[src/sv/ctok_pkg.sv]
// ctok_pkg: types, codes and constants of the character tokenizer
// used by ctok_scan, configurable_char_tokenizer and ctok_checker
package ctok_pkg;

	// set registers hold byte-wide codes, one per slot
	localparam int SET_SLOTS = 8;
	localparam int SLOT_W    = 8;
	localparam int SET_W     = SET_SLOTS * SLOT_W;

	localparam int CHAR_W = 8;
	localparam int LEN_W  = 12;
	localparam int CAP_W  = 13;
	localparam int CFG_IDX_W  = 3;
	localparam int CFG_DATA_W = 64;

	// register indexes
	localparam logic [CFG_IDX_W-1:0] REG_BLANK    = 3'd0;
	localparam logic [CFG_IDX_W-1:0] REG_SEP      = 3'd1;
	localparam logic [CFG_IDX_W-1:0] REG_QUOTE    = 3'd2;
	localparam logic [CFG_IDX_W-1:0] REG_ESCAPE   = 3'd3;
	localparam logic [CFG_IDX_W-1:0] REG_CASE     = 3'd4;
	localparam logic [CFG_IDX_W-1:0] REG_CAPACITY = 3'd5;

	// register reset values
	localparam logic [SET_W-1:0]  BLANK_RESET    = 64'd2304;
	localparam logic [SET_W-1:0]  SEP_RESET      = 64'd44;
	localparam logic [SET_W-1:0]  QUOTE_RESET    = 64'd8743;
	localparam logic [CHAR_W-1:0] ESCAPE_RESET   = 8'd0;
	localparam logic [1:0]        CASE_RESET     = 2'd0;
	localparam logic [CAP_W-1:0]  CAPACITY_RESET = 13'd256;

	// case conversion codes and letter offset
	localparam logic [1:0] CASE_UPPER = 2'd1;
	localparam logic [1:0] CASE_LOWER = 2'd2;
	localparam logic [CHAR_W-1:0] CASE_OFFSET = 8'd32;

	localparam logic [CAP_W-1:0] CAP_MIN = 13'd1;
	localparam logic [CAP_W-1:0] CAP_MAX = 13'd4096;

	typedef enum logic [1:0] {
		MODE_WHITE = 2'd0,
		MODE_TOKEN = 2'd1,
		MODE_QUOTE = 2'd2,
		MODE_AFTER = 2'd3
	} mode_t;

	typedef enum logic [1:0] {
		SCAN_CONSUMED = 2'd0,
		SCAN_ENDED    = 2'd1,
		SCAN_AGAIN    = 2'd2
	} scan_status_t;

	typedef struct packed {
		logic [SET_W-1:0]  blank_chars;
		logic [SET_W-1:0]  separator_chars;
		logic [SET_W-1:0]  quote_chars;
		logic [CHAR_W-1:0] escape_code;
		logic [1:0]        case_mode;
		logic [CAP_W-1:0]  token_capacity;
	} cfg_t;

	typedef struct packed {
		mode_t             scan_mode;
		logic [CHAR_W-1:0] open_quote;
		logic              escape_pending;
		logic [LEN_W-1:0]  token_length;
		logic              quoted_flag;
	} tok_state_t;

	localparam tok_state_t TOK_CLEAR = '{
		scan_mode:      MODE_WHITE,
		open_quote:     '0,
		escape_pending: 1'b0,
		token_length:   '0,
		quoted_flag:    1'b0
	};

	typedef struct packed {
		logic [CHAR_W-1:0] ch;
		logic              last_in_line;
	} in_t;

	typedef struct packed {
		logic              has_char;
		logic [CHAR_W-1:0] char_out;
		logic              token_end;
		logic [CHAR_W-1:0] breaker_char;
		logic              was_quoted;
		logic              line_end;
	} out_t;

	// results of one character: up to two transactions
	typedef struct packed {
		logic first_valid;
		out_t first;
		logic second_valid;
		out_t second;
	} step_t;

endpackage

[src/sv/ctok_scan.sv]
// ctok_scan: combinational scan of one character against the tokenizer state
// depends on ctok_pkg
module ctok_scan (
	input  ctok_pkg::cfg_t       cfg,
	input  ctok_pkg::tok_state_t cur,
	input  ctok_pkg::in_t        item,
	output ctok_pkg::tok_state_t nxt,
	output ctok_pkg::step_t      step
);

	typedef struct packed {
		ctok_pkg::tok_state_t         st;
		logic                         has;
		logic [ctok_pkg::CHAR_W-1:0]  chr;
		logic [ctok_pkg::CHAR_W-1:0]  brk;
		ctok_pkg::scan_status_t       status;
	} scan_t;

	// parallel compare over all slots, empty slots never match
	function automatic logic in_set(input logic [ctok_pkg::SET_W-1:0] set,
		input logic [ctok_pkg::CHAR_W-1:0] c);
		logic hit;
		hit = 1'b0;
		for (int s = 0; s < ctok_pkg::SET_SLOTS; s++) begin
			if (set[ctok_pkg::SLOT_W*s +: ctok_pkg::SLOT_W] != '0 &&
				set[ctok_pkg::SLOT_W*s +: ctok_pkg::SLOT_W] == c) begin
				hit = 1'b1;
			end
		end
		return hit;
	endfunction

	// one pass of the state machine over a character
	function automatic scan_t scan_once(input ctok_pkg::tok_state_t st,
		input logic [ctok_pkg::CHAR_W-1:0] c, input logic last,
		input ctok_pkg::cfg_t cf);
		scan_t r;
		logic is_sep;
		logic is_quo;
		logic is_blk;
		logic is_esc;
		logic do_store;
		logic [ctok_pkg::CAP_W-1:0] cap;
		logic [ctok_pkg::CHAR_W-1:0] cc;
		r.st     = st;
		r.has    = 1'b0;
		r.chr    = '0;
		r.brk    = '0;
		r.status = ctok_pkg::SCAN_CONSUMED;
		do_store = 1'b0;
		is_sep = in_set(cf.separator_chars, c);
		is_quo = in_set(cf.quote_chars, c);
		is_blk = in_set(cf.blank_chars, c);
		is_esc = (cf.escape_code != '0) && (c == cf.escape_code) && !last;

		if (st.escape_pending) begin
			r.st.escape_pending = 1'b0;
			do_store = 1'b1;
		end else if (is_sep) begin
			if (st.scan_mode != ctok_pkg::MODE_QUOTE) begin
				r.brk    = c;
				r.status = ctok_pkg::SCAN_ENDED;
			end else begin
				do_store = 1'b1;
			end
		end else if (is_quo) begin
			case (st.scan_mode)
				ctok_pkg::MODE_WHITE: begin
					r.st.scan_mode   = ctok_pkg::MODE_QUOTE;
					r.st.open_quote  = c;
					r.st.quoted_flag = 1'b1;
				end
				ctok_pkg::MODE_QUOTE: begin
					if (c != st.open_quote) begin
						do_store = 1'b1;
					end else begin
						r.st.scan_mode  = ctok_pkg::MODE_AFTER;
						r.st.open_quote = '0;
					end
				end
				default: begin
					r.brk    = c;
					r.status = ctok_pkg::SCAN_AGAIN;
				end
			endcase
		end else if (is_blk) begin
			if (st.scan_mode == ctok_pkg::MODE_TOKEN) begin
				r.st.scan_mode = ctok_pkg::MODE_AFTER;
			end else if (st.scan_mode == ctok_pkg::MODE_QUOTE) begin
				do_store = 1'b1;
			end
		end else if (st.scan_mode == ctok_pkg::MODE_AFTER) begin
			// ordinary or escape after a finished token: end it, rescan
			r.status = ctok_pkg::SCAN_AGAIN;
		end else begin
			if (st.scan_mode == ctok_pkg::MODE_WHITE) begin
				r.st.scan_mode = ctok_pkg::MODE_TOKEN;
			end
			if (is_esc) begin
				r.st.escape_pending = 1'b1;
			end else begin
				do_store = 1'b1;
			end
		end

		// store with capacity limit and optional case conversion
		cap = cf.token_capacity;
		if (cap == '0) begin
			cap = ctok_pkg::CAP_MIN;
		end else if (cap > ctok_pkg::CAP_MAX) begin
			cap = ctok_pkg::CAP_MAX;
		end
		cc = c;
		if (r.st.scan_mode != ctok_pkg::MODE_QUOTE) begin
			if (cf.case_mode == ctok_pkg::CASE_UPPER && (c inside {[8'h61:8'h7a]})) begin
				cc = c - ctok_pkg::CASE_OFFSET;
			end else if (cf.case_mode == ctok_pkg::CASE_LOWER &&
				(c inside {[8'h41:8'h5a]})) begin
				cc = c + ctok_pkg::CASE_OFFSET;
			end
		end
		if (do_store && ({1'b0, r.st.token_length} < (cap - ctok_pkg::CAP_MIN))) begin
			r.st.token_length = r.st.token_length + 1'b1;
			r.has = 1'b1;
			r.chr = cc;
		end
		return r;
	endfunction

	scan_t first_pass;
	scan_t second_pass;
	scan_t fin;
	logic  again;
	ctok_pkg::out_t pre_res;
	ctok_pkg::out_t fin_res;
	logic  fin_valid;

	// first pass, and a rescan from white mode when the terminator is kept
	always_comb begin
		first_pass  = scan_once(cur, item.ch, item.last_in_line, cfg);
		again       = (first_pass.status == ctok_pkg::SCAN_AGAIN);
		second_pass = scan_once(ctok_pkg::TOK_CLEAR, item.ch, item.last_in_line, cfg);
		fin         = again ? second_pass : first_pass;

		pre_res              = '0;
		pre_res.token_end    = 1'b1;
		pre_res.breaker_char = first_pass.brk;
		pre_res.was_quoted   = first_pass.st.quoted_flag;
	end

	// result of the consuming pass and the state left behind
	always_comb begin
		fin_res   = '0;
		fin_valid = 1'b0;
		nxt       = fin.st;
		if (fin.status == ctok_pkg::SCAN_ENDED) begin
			fin_valid            = 1'b1;
			fin_res.token_end    = 1'b1;
			fin_res.breaker_char = fin.brk;
			fin_res.was_quoted   = fin.st.quoted_flag;
			fin_res.line_end     = item.last_in_line;
			nxt                  = ctok_pkg::TOK_CLEAR;
		end else if (item.last_in_line) begin
			fin_valid          = 1'b1;
			fin_res.has_char   = fin.has;
			fin_res.char_out   = fin.chr;
			fin_res.token_end  = 1'b1;
			fin_res.was_quoted = fin.st.quoted_flag;
			fin_res.line_end   = 1'b1;
			nxt                = ctok_pkg::TOK_CLEAR;
		end else if (fin.has) begin
			fin_valid        = 1'b1;
			fin_res.has_char = 1'b1;
			fin_res.char_out = fin.chr;
		end
	end

	// order the transactions: forced token end goes first
	always_comb begin
		step = '0;
		if (again) begin
			step.first_valid  = 1'b1;
			step.first        = pre_res;
			step.second_valid = fin_valid;
			step.second       = fin_res;
		end else begin
			step.first_valid = fin_valid;
			step.first       = fin_res;
		end
	end

endmodule

[src/sv/configurable_char_tokenizer.sv]
// configurable_char_tokenizer: top level of the quote- and escape-aware tokenizer
// depends on ctok_pkg and ctok_scan
//
// The tokenizer takes one character per cycle, unless the output side stalls,
// and emits token characters and token-end transactions. A character goes
// through an input register, is scanned combinationally against the current
// state, and its results land in the output register; a character waits in
// the input register until the output register can take its results. Most
// characters give zero or one result and, with the output side ready, sustain
// one character per cycle. A character that ends a finished token and then
// starts a new one (a quote after a token, or an ordinary or escape character
// after a blank-ended or quote-closed token) can give two results; the second
// waits in a hold register, and the scan does not advance until the output
// register has taken it over from the hold register. Configuration writes take
// effect at the next edge and are expected only while the block is idle.
module configurable_char_tokenizer (
	input  logic                                clk,
	input  logic                                arst_n,
	input  logic                                cfg_we,
	input  logic [ctok_pkg::CFG_IDX_W-1:0]      cfg_index,
	input  logic [ctok_pkg::CFG_DATA_W-1:0]     cfg_data,
	input  logic                                in_valid,
	output logic                                in_ready,
	input  ctok_pkg::in_t                       in_data,
	output logic                                out_valid,
	input  logic                                out_ready,
	output ctok_pkg::out_t                      out_data
);

	ctok_pkg::cfg_t       cfg_q;
	ctok_pkg::tok_state_t state_q;
	ctok_pkg::tok_state_t state_nxt;
	ctok_pkg::step_t      step;
	ctok_pkg::in_t        item_s1;
	logic                 valid_s1;
	ctok_pkg::out_t       out_q;
	logic                 out_valid_q;
	ctok_pkg::out_t       hold_q;
	logic                 hold_valid_q;
	logic                 adv;

	// configuration registers
	always_ff @(posedge clk or negedge arst_n) begin
		if (!arst_n) begin
			cfg_q.blank_chars     <= ctok_pkg::BLANK_RESET;
			cfg_q.separator_chars <= ctok_pkg::SEP_RESET;
			cfg_q.quote_chars     <= ctok_pkg::QUOTE_RESET;
			cfg_q.escape_code     <= ctok_pkg::ESCAPE_RESET;
			cfg_q.case_mode       <= ctok_pkg::CASE_RESET;
			cfg_q.token_capacity  <= ctok_pkg::CAPACITY_RESET;
		end else if (cfg_we) begin
			case (cfg_index)
				ctok_pkg::REG_BLANK:    cfg_q.blank_chars <= cfg_data[ctok_pkg::SET_W-1:0];
				ctok_pkg::REG_SEP:      cfg_q.separator_chars <= cfg_data[ctok_pkg::SET_W-1:0];
				ctok_pkg::REG_QUOTE:    cfg_q.quote_chars <= cfg_data[ctok_pkg::SET_W-1:0];
				ctok_pkg::REG_ESCAPE:   cfg_q.escape_code <= cfg_data[ctok_pkg::CHAR_W-1:0];
				ctok_pkg::REG_CASE:     cfg_q.case_mode <= cfg_data[1:0];
				ctok_pkg::REG_CAPACITY: cfg_q.token_capacity <= cfg_data[ctok_pkg::CAP_W-1:0];
				default: begin
				end
			endcase
		end
	end

	// scan advances when the output stage can take two results
	assign adv      = valid_s1 && (!out_valid_q || out_ready) && !hold_valid_q;
	assign in_ready = !valid_s1 || adv;

	// input register
	always_ff @(posedge clk or negedge arst_n) begin
		if (!arst_n) begin
			valid_s1 <= 1'b0;
		end else if (in_valid && in_ready) begin
			valid_s1 <= 1'b1;
		end else if (adv) begin
			valid_s1 <= 1'b0;
		end
	end

	always_ff @(posedge clk) begin
		if (in_valid && in_ready) begin
			item_s1 <= in_data;
		end
	end

	ctok_scan u_scan (
		.cfg  (cfg_q),
		.cur  (state_q),
		.item (item_s1),
		.nxt  (state_nxt),
		.step (step)
	);

	// tokenizer state
	always_ff @(posedge clk or negedge arst_n) begin
		if (!arst_n) begin
			state_q <= ctok_pkg::TOK_CLEAR;
		end else if (adv) begin
			state_q <= state_nxt;
		end
	end

	// output register and hold register for the second result
	always_ff @(posedge clk or negedge arst_n) begin
		if (!arst_n) begin
			out_valid_q  <= 1'b0;
			hold_valid_q <= 1'b0;
		end else if (adv) begin
			out_valid_q  <= step.first_valid;
			hold_valid_q <= step.second_valid;
		end else if (out_valid_q && out_ready) begin
			out_valid_q  <= hold_valid_q;
			hold_valid_q <= 1'b0;
		end
	end

	always_ff @(posedge clk) begin
		if (adv) begin
			out_q  <= step.first;
			hold_q <= step.second;
		end else if (out_valid_q && out_ready && hold_valid_q) begin
			out_q <= hold_q;
		end
	end

	assign out_valid = out_valid_q;
	assign out_data  = out_q;

endmodule

[config.mk]
export PLATFORM = sky130hd
export DESIGN_NAME = configurable_char_tokenizer
export DESIGN_NICKNAME = d
export VERILOG_FILES = /design/src/sv/ctok_pkg.sv /design/src/sv/ctok_scan.sv /design/src/sv/configurable_char_tokenizer.sv
export SDC_FILE = /design/constraint.sdc
export NUM_CORES = 1
export LEC_CHECK = 0
export ABC_AREA = 1
export BUFFER_PORTS_ARGS = -buffer_cell sky130_fd_sc_hd__buf_4
export CORE_ASPECT_RATIO = 1.5
export CORE_MARGIN = 5
export CORE_UTILIZATION = 30
export DETAILED_ROUTE_END_ITERATION = 8
export GPL_TIMING_DRIVEN = 0
export PLACE_DENSITY = 0.49
export SYNTH_ARGS = -nofsm -noshare
export SYNTH_HDL_FRONTEND = slang
export SYNTH_SLANG_ARGS = --single-unit
[constraint.sdc]
create_clock -name clk -period 5.6 [get_ports clk]
set_input_delay 0.56 -clock clk [delete_from_list [all_inputs] [get_ports clk]]
set_output_delay 0.56 -clock clk [all_outputs]
set_load 0.005 [all_outputs]
# --- Yosys cells after proc, flatten, opt, wreduce, memory -nomap -nowiden ---
# Cells that the tools add are included.
op_classes:
  n_addsub: 4
  shift: 0
  n_mux: 108
  n_mul: 0
  n_lt_le_gt_ge: 7
  n_eq_ne: 44
  n_div: 0
  bitwise: 0
  reduce_logical: 86
ops:
  columns: ["op", "n"]
  rows:
  - ["equality test 8 bit", 25]
  - ["nonzero test 8 bit", 25]
  - ["two-way mux 10 bit", 7]
  - ["two-way mux 1 bit", 64]
  - ["two-way mux 8 bit", 8]
  - ["two-way mux 24 bit", 2]
  - ["two-way mux 9 bit", 5]
  - ["two-way mux 43 bit", 1]
  - ["two-way mux 21 bit", 2]
  - ["two-way mux 20 bit", 2]
  - ["logical AND 1 bit", 37]
  - ["two-way mux 13 bit", 2]
  - ["two-way mux 11 bit", 2]
  - ["two-way mux 2 bit", 11]
  - ["case mux 10 bit (2 select lines)", 1]
  - [">= comparator 8 x 7 -> 1 bit, second input constant", 2]
  - ["<= comparator 8 x 7 -> 1 bit, second input constant", 2]
  - ["AND reduction 2 bit", 7]
  - ["> comparator 13 bit, second input constant", 1]
  - ["zero test 13 bit", 1]
  - ["less-than comparator 1 x 13 -> 1 bit, first input constant", 1]
  - ["less-than comparator 12 x 13 -> 1 bit", 1]
  - ["subtractor 13 x 1 -> 13 bit, second input constant", 1]
  - ["adder 12 x 1 -> 12 bit, second input constant", 1]
  - ["22 further kinds", 38]
word_totals:
  mem_count: 0
  reg_bits: 291
  latch_bits: 0
  inputBits: 81
  mem_bits_ro: 0
  ram_bits: 0

# --- Depth between registers and ports, before layout ---
# Gate-level depths: netlist of the first run.
depth:
  word_depth: 23
  depth_mapped: 25
  mapped_depth_nobuf: 23

# --- By module ---
# A second synthesis of the first run with hierarchy kept.
unflattened:
  cells_unflattened: 2444
  area_unflattened_um2: 17559.3
by_module_without_submodules:
  columns: ["module", "area_per_inst_um2", "seq_area_each_um2", "n_inst", "cells_per_inst"]
  rows:
  - ["configurable_char_tokenizer", 11303.3, 7542.2, 1, 1161]
  - ["ctok_scan", 6256.0, 0.0, 1, 1283]

# --- Worst setup path before layout of the first run ---
# OpenSTA, ideal clock, no wires.
synth_path:
  kind: "flip-flop to flip-flop"
  start: "reg cfg_q[8] in the netlist's numbering"
  end: "reg state_q[8] in the netlist's numbering"
  arrival_time_ps: 3164
  setup_time_ps: 123
  path_slack_ps: 2314
  path_stages_with_launch: 25
  synth_period_minus_slack_ps: 3286
  path_cell_list: "dfstp_2 > nor2_1 > nand3_1 > inv_1 > nand2_1 > nand2_1 > buf_2 > nand2_1 > ha_1 > clkbuf_1 > inv_1 > xor2_1 > inv_1 > ha_1 > a21oi_1 > o31ai_1 > a21oi_1 > nor2_1 > nor2_2 > nand3_4 > nand2_4 > inv_4 > buf_12 > nand2_2 > o21ai_2"
synth_between:
  elab_chain_cells: 8
  word_cells_on_any_way: 9
  cone_classes: "1 x add/sub; 2 x order compare; 2 x mux; 4 x reduce/logical"
synth_rtl:
  columns: ["element", "line", "source"]
  rows:
  - ["start: declaration", "configurable_char_tokenizer.sv:30", "ctok_pkg::cfg_t cfg_q;"]
  - ["> comparator 13 bit", "ctok_scan.sv:110", "end else if (cap > ctok_pkg::CAP_MAX) begin"]
  - ["two-way mux 13 bit", "ctok_scan.sv:110", null]
  - ["two-way mux 13 bit (*)", "ctok_scan.sv:108", "if (cap == '0) begin"]
  - ["subtractor 13 x 1 -> 13 bit (*)", "ctok_scan.sv:122", "if (do_store && ({1'b0, r.st.token_length} < (cap - ctok_pkg::CAP_MIN))) begin"]
  - ["less-than comparator 12 x 13 -> 1 bit (*)", "ctok_scan.sv:122", null]
  - ["logical AND 1 bit (*)", "ctok_scan.sv:122", null]
  - ["nonzero test 4 bit (no source line) (*)", null, null]
  - ["AND reduction 2 bit (no source line) (*)", null, null]
  - ["end signal: assignment", "configurable_char_tokenizer.sv:97", "state_q <= ctok_pkg::TOK_CLEAR;"]
  - ["end signal: assignment", "configurable_char_tokenizer.sv:99", "state_q <= state_nxt;"]
  - ["end: declaration", "configurable_char_tokenizer.sv:31", "ctok_pkg::tok_state_t state_q;"]
# Mark *: on every way between the ends. The rest lies on a longest branch, timed or not.
# A chain may end at the register's enable or synchronous reset.

# --- Final worst setup path of the first run ---
layout_path:
  start: "reg cfg_q[8] in the netlist's numbering"
  end: "reg state_q[12] in the netlist's numbering"
# Same word-level chain as after synthesis.

==> results.sh, run 1 <==
export IMPL_outcome="finished, final reports clean"
export IMPL_synth_area_leaders="dfrtp_1 (36%), nand2_1 (13%), edfxtp_1 (9.2%)"
export IMPL_final_antenna_net_count=0
export IMPL_drv_slew=0
export IMPL_dieArea_um2=58270
export IMPL_crit_path_max_fanout=10
export IMPL_pin_count=103
export IMPL_finalHoldViolCount=0
export IMPL_fin_tns_setup_ps=0
export IMPL_wl_met1_um=21240
export IMPL_dp_slack_ps=1594
export IMPL_clk_latency_ps=530
export IMPL_synthDominantCellAreaShare_pct=35.90
export IMPL_grt_pass1_wl_um=81940
export IMPL_syn_area_um2=16030
export IMPL_cp_start_kind="register"
export IMPL_core_area_um2=52840
export IMPL_cts_root_buf="clkbuf_16"
export IMPL_num_antenna_cells=0
export IMPL_fp_dieW_um=198.8
export IMPL_place_congestion=0.9015
export IMPL_initial_utilization_pct=30.35
export IMPL_path_clk_slew_ps=60
export IMPL_yosys_warnings=0
export IMPL_max_freq_ghz=0.2486
export IMPL_synth_cell_types=44
export IMPL_synth_top_family_by_area="simple AND/OR/NAND/NOR gates"
export IMPL_syn_inst=2033
export IMPL_cp_slowest_stage_delay_ps=540
export IMPL_cts_setup_buffers=0
export IMPL_path_delay_family="simple AND/OR/NAND/NOR gates"
export IMPL_drcViolationCount=0
export IMPL_vdd_drop_max_mv=0.2507
export IMPL_grt_usage_pct=18.26
export IMPL_layout_drive_gt1_share_pct=12.00
export IMPL_yosys_area_share_simple_pct=26.20
export IMPL_synth_xor_area_share_pct=8.412
export IMPL_viasPerCell=4.791
export IMPL_p_per_area_nw_per_um2=429.8
export IMPL_port_buffers=102
export IMPL_met3WireLength_um=2494
export IMPL_clock_skew_ps=15.78
export IMPL_synthAdderAreaFrac_pct=1.171
export IMPL_cts_sinks=291
export IMPL_cts_tree="built"
export IMPL_worstSetupPathType="register to register"
export IMPL_yosysTopAreaCell="dfrtp_1"
export IMPL_htree_levels=2
export IMPL_first_iter_violations=894
export IMPL_chipHeight_um=293.1
export IMPL_worstMarginPinSlew_ps=994.4
export IMPL_yosys_register_bits=291
export IMPL_wl_met2_um=27450
export IMPL_final_setup_viol_count=0
export IMPL_ys_seq_area_share_pct=47.04
export IMPL_dr_pass1_iters=5
export IMPL_cts_inserted_buffers=34
export IMPL_crit_chain="nor2_1 -> nand3_1 -> inv_1 -> nand2_1 -> nand2_1 -> buf_2 -> nand2_1 -> ha_1 -> clkbuf_1 -> inv_1 -> xor2_1 -> inv_1 -> ha_1 -> a21oi_1 -> o31ai_1 -> a21oi_1 -> nor2_1 -> nor2_2 -> nand3_4 -> nand2_4 -> inv_4 -> buf_12 -> nand2_2 -> o21ai_1"
export IMPL_hold_class="input pin to register"
export IMPL_post_route_period_util_pct=71.83
export IMPL_vias=13850
export IMPL_grt_max_degree=109
export IMPL_end_kind="register"
export IMPL_grt_pass1_vias=13810
export IMPL_hpwl_um=39330
export IMPL_p_leak_nw=9.013
export IMPL_drv_cap=0
export IMPL_regToRegSetupSlack_ps=1580
export IMPL_min_period_ps=4022
export IMPL_synth_most_common_cell="nand2_1"
export IMPL_ctsResizeCount=0
export IMPL_syn_mean_instance_area_um2=7.887
export IMPL_slowest_stage="dfstp_2"
export IMPL_required_ps=6010
export IMPL_critPathArrivalTime_ps=4430
export IMPL_setup_ws_ps=1578
export IMPL_synth_mux_area_share_pct=0
export IMPL_synth_edf_count=49
export IMPL_grt_overflow=0
export IMPL_ys_flop_type="dfrtp_1"
export IMPL_synth_async_reset_ratio_pct=83.16
export IMPL_postRouteWirelength_um=53460
export IMPL_fin_nets=2278
export IMPL_post_drt_wl_per_cell_um=18.50
export IMPL_cts_hold_fix_buffers=1
export IMPL_antenna_found_initial=0
export IMPL_synth_top_cells_by_count="nand2_1 (566), o21ai_0 (253), dfrtp_1 (230)"
export IMPL_cts_path_max_buffers=3
export IMPL_area_growth_pct=18.13
export IMPL_crit_buf_inv=7
export IMPL_timing_slew_headroom_pct=33.71
export IMPL_rsz0062_at_grt="false"
export IMPL_top_layer_used="met4"
export IMPL_fp_row_count=103
export IMPL_synth_compound_area_share_pct=9.629
## state kept, by name, indices dropped and copies added, names as in the netlist
name / cells
out_valid: 1
hold_valid_q: 1
out_data: 20
item_s1: 9
cfg_q: 215
hold_q: 20
state_q: 24
valid_s1: 1
## cell usage in the layout, fill, tap and decap left out, types with 14 or more instances in the layout
cell type,instances
nand2_1,566
o21ai_0,252
dfrtp_1,230
nor2_1,218
inv_1,174
buf_4,116
nand3_1,89
xor2_1,79
xnor2_1,75
clkbuf_1,55
edfxtp_1,49
nand4_1,48
clkbuf_16,37
nor3_1,27
ha_1,15
o21ai_1,14
nand2_2,14
## final cells by class
| class | instances | area, um2 |
|---|---|---|
| plain buffers | 89 | 503.0 |
| inverters | 187 | 704.4 |
| clock inverters | 15 | 141.4 |
| multi-input cells | 1473 | 7320 |
| clock buffers | 47 | 1023 |
| repair buffers | 106 | 853.3 |
| fillers | 5610 | 33900 |
| flip-flops and latches | 291 | 7542 |
| well taps | 682 | 853.3 |
## stage by stage
step                utilization [%]  hold WS (ps)  area, um2  total power, mW  instances
floorplan                         -         264.4      16060            4.902       2040
global placement              33.46         463.5      17680            5.801       2824
detailed placement            33.62         471.1      17760            5.877       2827
CTS                           35.84         184.7      18940            8.226       2890
global route                  35.85         191.0      18940            8.689       2890
finish                        35.85         206.7      18940            8.141       2890
## worst reg2reg max path, stage by stage, from the launching register on
cell	delay, ps
dfstp_2	540
nor2_1	40
nand3_1	60
inv_1	60
nand2_1	60
nand2_1	60
buf_2	180
nand2_1	250
ha_1	260
clkbuf_1	360
inv_1	110
xor2_1	200
inv_1	70
ha_1	290
a21oi_1	160
o31ai_1	80
a21oi_1	130
nor2_1	70
nor2_2	260
nand3_4	190
nand2_4	160
inv_4	60
buf_12	150
nand2_2	60
o21ai_1	60
## path summary, 6_finish.rpt
kind | from | endpoint | cells past startpoint
worst min register to register | hold_valid_q$_DFFE_PN0P_ | hold_valid_q$_DFFE_PN0P_ | 2
max in group asynchronous | arst_n | cfg_q[84]$_DFFE_PN0P_ | 4
worst max-delay path | cfg_q[8]$_DFFE_PN1P_ | state_q[12]$_DFFE_PN0P_ | 24
worst max register to register | cfg_q[8]$_DFFE_PN1P_ | state_q[12]$_DFFE_PN0P_ | 24
min in group asynchronous | arst_n | cfg_q[202]$_DFFE_PN0P_ | 2
worst min-delay path | in_data[6] | item_s1[6]$_DFFE_PP_ | 1
## routing by layer
metal  global-route usage (%)  vias to the layer above
met5                        0                        -
met4                    7.076                        0
met3                    2.122                       99
met2                    32.89                      351
met1                    22.14                     6610
li1                         -                     6785
## cells by family (layout without fill, tap and decap cells)
logic type | Yosys count | count (layout)
AOI/OAI and AO/OA | 298 | 298
buffers and inverters | 276 | 444
DFF | 291 | 291
xor gates and xnor gates | 154 | 154
and+or+nand+nor | 998 | 998
other | 1 | 8
adders and majority gates | 15 | 15
## power by group
group | switching [mW] | internal, mW
Sequential | 0.376 | 2.74
Combinational | 1.70 | 1.01
Clock | 0.938 | 1.38
Total | 3.01 | 5.13
(Power assumes the default switching activity.)
==> run 2, diff against run 1 <==
clock period = 4.15 ns   (was 5.6 ns; I/O delays follow)
==> run 2 against run 1 <==
Fmax increased by 11%. First-iteration DRC count increased by 9.7%. Routed wire length is 0.27% lower. Combinational power is 35% higher. Worst hold slack worse by 150 ps. Sequential cell count unchanged. Largest power group unchanged. Largest cell class unchanged. Sequential share of layout area about the same. Clock skew decreased by 0.55 ps. Utilization hardly changed.
==> results.sh, run 2 (synthesis results as in run 1) <==
export IMPL_post_route_period_util_pct=86.94
export IMPL_top_register="cfg_q"
export IMPL_slowest_stage="dfstp_2"
export IMPL_fillers=5608
export IMPL_rsz0062_at_grt="false"
export IMPL_grt_overflow=0
export IMPL_place_congestion=0.9015
export IMPL_grt_pass1_wl_um=81940
export IMPL_hpwl_um=39330
export IMPL_top_regs="cfg_q x215, state_q x24"
export IMPL_layout_commonest_cell="nand2_1"
export IMPL_vdd_drop_max_mv=0.3384
export IMPL_cts_root_buf="clkbuf_16"
export IMPL_pin_count=103
export IMPL_dieArea_um2=58270
export IMPL_crit_buf_inv=6
export IMPL_required_ps=4560
export IMPL_viasPerCell=4.810
export IMPL_clock_skew_ps=15.23
export IMPL_cts_path_max_buffers=3
export IMPL_finalHoldViolCount=0
export IMPL_grt_usage_pct=18.26
export IMPL_use_met2_pct=32.89
export IMPL_timing_slew_headroom_pct=30.95
export IMPL_place_area_um2=17760
export IMPL_fin_nets=2277
export IMPL_cts_tree="built"
export IMPL_initial_utilization_pct=30.35
export IMPL_final_area_um2=18940
export IMPL_port_buffers=102
export IMPL_final_setup_viol_count=0
export IMPL_vias=13900
export IMPL_largest_register_ffs=215
export IMPL_crit_chain="nor2_1 -> nand3_1 -> inv_1 -> nand2_1 -> nand2_1 -> buf_2 -> nand2_2 -> ha_2 -> inv_1 -> xor2_1 -> inv_1 -> ha_1 -> a21oi_1 -> o31ai_1 -> a21oi_1 -> nor2_1 -> nor2_2 -> nand3_4 -> nand2_4 -> inv_4 -> buf_12 -> nand2_2 -> o21ai_1"
export IMPL_end_kind="register"
export IMPL_drv_cap=0
export IMPL_layout_common_cells="nand2_1 (565), o21ai_0 (252), dfrtp_1 (230)"
export IMPL_postRouteWirelength_um=53310
export IMPL_netSwitchingPower_mw=4.057
export IMPL_dr_pass1_iters=5
export IMPL_worstMarginPinSlew_ps=1036
export IMPL_area_growth_pct=18.13
export IMPL_max_freq_ghz=0.2772
export IMPL_critPathArrivalTime_ps=4020
export IMPL_seqPwrFrac_pct=38.2
export IMPL_chipHeight_um=293.1
export IMPL_drv_slew=0
export IMPL_htree_levels=2
export IMPL_swShare_pct=36.95
export IMPL_fin_tns_setup_ps=0
export IMPL_worstSetupPathType="register to register"
export IMPL_grt_util_met1_pct=22.14
export IMPL_grt_pass1_vias=13810
export IMPL_comb_power_share_pct=33.3
export IMPL_final_antenna_net_count=0
export IMPL_clk_latency_ps=530
export IMPL_antenna_found_initial=0
export IMPL_gr_usage_met3_pct=2.122
export IMPL_first_iter_violations=981
export IMPL_final_seq_area_um2=7542
export IMPL_busiest_layer="met2"
export IMPL_cp_slowest_stage_delay_ps=540
export IMPL_fp_dieW_um=198.8
export IMPL_grt_max_degree=109
export IMPL_p_per_area_nw_per_um2=579.6
export IMPL_path_common_cell="inv_1"
export IMPL_cts_sinks=291
export IMPL_core_area_um2=52840
export IMPL_multiInputGateArea_um2=7325
export IMPL_cp_start_kind="register"
export IMPL_path_delay_family="simple AND/OR/NAND/NOR gates"
export IMPL_p_leak_nw=9.011
export IMPL_layout_drive_gt1_share_pct=12.10
export IMPL_crit_path_max_fanout=11
export IMPL_min_period_ps=3608
export IMPL_hold_class="input pin to register"
export IMPL_outcome="finished, final reports clean"
export IMPL_p_int_mw=6.922
export IMPL_post_drt_wl_per_cell_um=18.45
export IMPL_path_clk_slew_ps=60
export IMPL_clkPwrFrac_pct=28.5
export IMPL_fp_row_count=103
export IMPL_cts_inserted_buffers=34
export IMPL_drcViolationCount=0
export IMPL_num_antenna_cells=0
==> run 2: cell types whose count changed in the layout (fill, tap and decap cells not counted) <==
cell | previous run | this run
clkbuf_1 | 55 | 54
ha_1 | 15 | 14
ha_2 | 0 | 1
nand2_1 | 566 | 565
nand2_2 | 14 | 15
==> run 2: what timing repair did <==
item	CTS	global route
buffers inserted	0	0
resized for setup	0	2
setup endpoints to repair	0	28
endpoints found under the hold margin	39	0
hold buffers	1	0
==> run 2: final cells by class <==
cell class | instances | area share [%]
buffer | 88 | 2.636
timing repair buffer | 106 | 4.505
sequential | 291 | 39.82
clock buffer | 47 | 5.403
clock inverter | 15 | 0.7464
multi-input combinational | 1473 | 38.67
inverter | 187 | 3.719
tap | 682 | 4.505
==> run 2: power groups by stage <==
stage	Combinational (mW)	Sequential [mW]	Clock, mW
CTS	3.70	4.20	3.20
detailed placement	3.68	4.25	0
floorplan	2.48	4.13	0
finish	3.65	4.20	3.13
global route	4.14	4.29	3.31
global placement	3.59	4.24	0
==> run 2: final timing paths <==
check	end	from	slack [ps]	cells past startpoint
worst max-delay path	state_q[12]$_DFFE_PN0P_	cfg_q[8]$_DFFE_PN1P_	540	23
worst min-delay path	item_s1[2]$_DFFE_PP_	in_data[2]	60	1
worst max register to register	state_q[12]$_DFFE_PN0P_	cfg_q[8]$_DFFE_PN1P_	540	23
worst min register to register	hold_valid_q$_DFFE_PN0P_	hold_valid_q$_DFFE_PN0P_	490	2
max in group asynchronous	cfg_q[166]$_DFFE_PN0P_	arst_n	2400	4
min in group asynchronous	cfg_q[202]$_DFFE_PN0P_	arst_n	370	2
==> run 2: worst reg2reg max path, stage by stage, from the launching register on <==
cell and delay (ps):
dfstp_2 540, nor2_1 40, nand3_1 60, inv_1 60, nand2_1 60, nand2_1 60
buf_2 180, nand2_2 170, ha_2 330, inv_1 80, xor2_1 180, inv_1 70
ha_1 290, a21oi_1 160, o31ai_1 80, a21oi_1 130, nor2_1 70, nor2_2 260
nand3_4 190, nand2_4 160, inv_4 60, buf_12 150, nand2_2 60, o21ai_1 60
==> run 2: stage by stage <==
step	instances	power [mW]	utilization, %	setup slack (ps)	hold slack, ps
4_1_cts	2890	11.10	35.84	121.8	39.72
6_report	2889	10.98	35.85	542.0	61.04
3_3_place_gp	2824	7.828	33.46	158.2	463.5
2_1_floorplan	2040	6.615	-	863.6	119.4
3_5_place_dp	2827	7.931	33.62	143.8	326.1
5_1_grt	2889	11.73	35.85	50.80	46.01
==> run 2: routing by layer <==
layer / up-vias / share of wire (%)
li1: 6789 / -
met5: - / 0
met4: 0 / 4.4
met3: 106 / 5.0
met1: 6623 / 40
met2: 378 / 51
==> run 3, diff against run 2 <==
CTS_BUF_LIST = sky130_fd_sc_hd__clkbuf_8 sky130_fd_sc_hd__clkbuf_16   (was unset)
==> run 3 against run 2 <==
Highest routed layer unchanged. Critical path depth is the same. Sequential share of layout area is the same. Design area is the same. Largest power group unchanged. Non-clock buffer count is the same.
==> results.sh, run 3 (synthesis results as in run 1) <==
export IMPL_worstSetupEndpoint="state_q[12]$_DFFE_PN0P_"
export IMPL_final_antenna_net_count=0
export IMPL_grt_pass1_vias=13810
export IMPL_drcViolationCount=0
export IMPL_regToRegSetupSlack_ps=540
export IMPL_max_freq_ghz=0.2772
export IMPL_vdd_drop_max_mv=0.3384
export IMPL_final_setup_viol_count=0
export IMPL_ff2ff_path_depth=23
export IMPL_fin_util_pct=35.85
export IMPL_drv_cap=0
export IMPL_path_clk_slew_ps=60
export IMPL_antenna_found_initial=0
export IMPL_top_register="cfg_q"
export IMPL_fp_row_count=103
export IMPL_layout_drive_gt1_share_pct=12.10
export IMPL_crit_path_max_fanout=11
export IMPL_min_from="in_data[2]"
export IMPL_grt_pass1_wl_um=81940
export IMPL_layout_commonest_cell="nand2_1"
export IMPL_post_route_period_util_pct=86.94
export IMPL_worstSetupPathType="register to register"
export IMPL_vias=13880
export IMPL_cp_start_kind="register"
export IMPL_grt_max_degree=109
export IMPL_clk_latency_ps=530
export IMPL_fp_dieW_um=198.8
export IMPL_cts_tree="built"
export IMPL_critPathArrivalTime_ps=4020
export IMPL_drv_slew=0
export IMPL_first_iter_violations=981
export IMPL_initial_utilization_pct=30.35
export IMPL_postRouteWirelength_um=53290
export IMPL_timing_slew_headroom_pct=31.58
export IMPL_dieArea_um2=58270
export IMPL_htree_levels=2
export IMPL_grt_overflow=0
export IMPL_rsz0062_at_grt="false"
export IMPL_r2r_start="cfg_q[8]$_DFFE_PN1P_"
export IMPL_viasPerCell=4.806
export IMPL_end_kind="register"
export IMPL_p_per_area_nw_per_um2=579.1
export IMPL_min_period_ps=3608
export IMPL_cts_inserted_buffers=34
export IMPL_outcome="finished, final reports clean"
export IMPL_layout_common_cells="nand2_1 (565), o21ai_0 (252), dfrtp_1 (230)"
export IMPL_chipHeight_um=293.1
export IMPL_clock_skew_ps=15.21
export IMPL_r2r_end="state_q[12]$_DFFE_PN0P_"
export IMPL_hpwl_um=39330
export IMPL_dr_pass1_iters=5
export IMPL_largest_register_ffs=215
export IMPL_finalHoldViolCount=0
export IMPL_top_regs="cfg_q x215, state_q x24"
export IMPL_port_buffers=102
export IMPL_critPathLaunch="cfg_q[8]$_DFFE_PN1P_"
export IMPL_fin_nets=2277
export IMPL_cts_path_max_buffers=3
export IMPL_place_congestion=0.9015
export IMPL_num_antenna_cells=0
export IMPL_required_ps=4560
export IMPL_hold_class="input pin to register"
export IMPL_worstMarginPinSlew_ps=1026
export IMPL_fin_tns_setup_ps=0
export IMPL_post_drt_wl_per_cell_um=18.45
export IMPL_core_area_um2=52840
export IMPL_area_growth_pct=18.13
export IMPL_grt_usage_pct=18.26
export IMPL_cts_sinks=291
export IMPL_p_leak_nw=9.028
export IMPL_cts_root_buf="clkbuf_16"
export IMPL_pin_count=103
==> run 3: cell count changes in the layout (fill, tap and decap cells not counted) <==
cell      previous run  this run
clkbuf_1            54        50
inv_1              174       178
==> run 3: where the power goes <==
group / internal [mW] / leakage, nW / total, mW / switching (mW)
sequential: 3.69 / 3.53 / 4.20 / 0.507
clock: 1.85 / 0.592 / 3.12 / 1.26
combinational: 1.37 / 4.91 / 3.65 / 2.29
total: 6.91 / 9.03 / 11.0 / 4.06
==> run 3: what timing repair did <==
action,in CTS,in global routing
endpoints found under the hold margin,39,0
hold buffers,1,0
resized for setup,0,2
setup buffers,0,0
endpoints found under the setup margin,0,28
==> run 3: area by class of cell <==
type / count / area, um2
Clock inverter: 19 / 156.4
Tap cell: 682 / 853.3
Inverter: 187 / 704.4
Buffer: 88 / 499.2
Clock buffer: 43 / 1008
Timing Repair Buffer: 106 / 853.3
Multi-Input combinational cell: 1473 / 7325
Sequential cell: 291 / 7542
Fill cell: 5608 / 33900
==> run 3: metrics by stage <==
stage / total power, mW / hold WS (ps) / area (um2) / cells / worst slack, ps
4_1_cts: 11.09 / 39.72 / 18940 / 2890 / 121.8
3_3_place_gp: 7.828 / 463.5 / 17680 / 2824 / 158.2
6_report: 10.97 / 60.85 / 18940 / 2889 / 542.0
3_5_place_dp: 7.931 / 326.1 / 17760 / 2827 / 143.8
5_1_grt: 11.72 / 46.01 / 18940 / 2889 / 50.80
2_1_floorplan: 6.615 / 119.4 / 16060 / 2040 / 863.6
==> run 3: worst max-delay path: stages (launching register included) <==
cell	delay, ps
dfstp_2	540
nor2_1	40
nand3_1	60
inv_1	60
nand2_1	60
nand2_1	60
buf_2	180
nand2_2	170
ha_2	330
inv_1	80
xor2_1	180
inv_1	70
ha_1	290
a21oi_1	160
o31ai_1	80
a21oi_1	120
nor2_1	70
nor2_2	260
nand3_4	190
nand2_4	160
inv_4	60
buf_12	140
nand2_2	50
o21ai_1	60
==> run 3: how the worst min path moves through the flow <==
stage	cells after the start	end	slack, ps
6_report	1	item_s1[2]$_DFFE_PP_	60
3_3_place_gp	2	hold_valid_q$_DFFE_PN0P_	460
3_5_place_dp	1	cfg_q[203]$_DFFE_PN0P_	330
2_1_floorplan	0	cfg_q[0]$_DFFE_PN0P_	120
5_1_grt	1	item_s1[7]$_DFFE_PP_	50
4_1_cts	1	item_s1[7]$_DFFE_PP_	40
==> run 3: layer usage <==
metal / vias to the layer above / global-route usage, % / routed length, um
met4: 0 / 7.076 / 2313
met3: 106 / 2.122 / 2615
met2: 369 / 32.89 / 27280
met1: 6620 / 22.14 / 21080
met5: - / 0 / 0
li1: 6789 / - / -
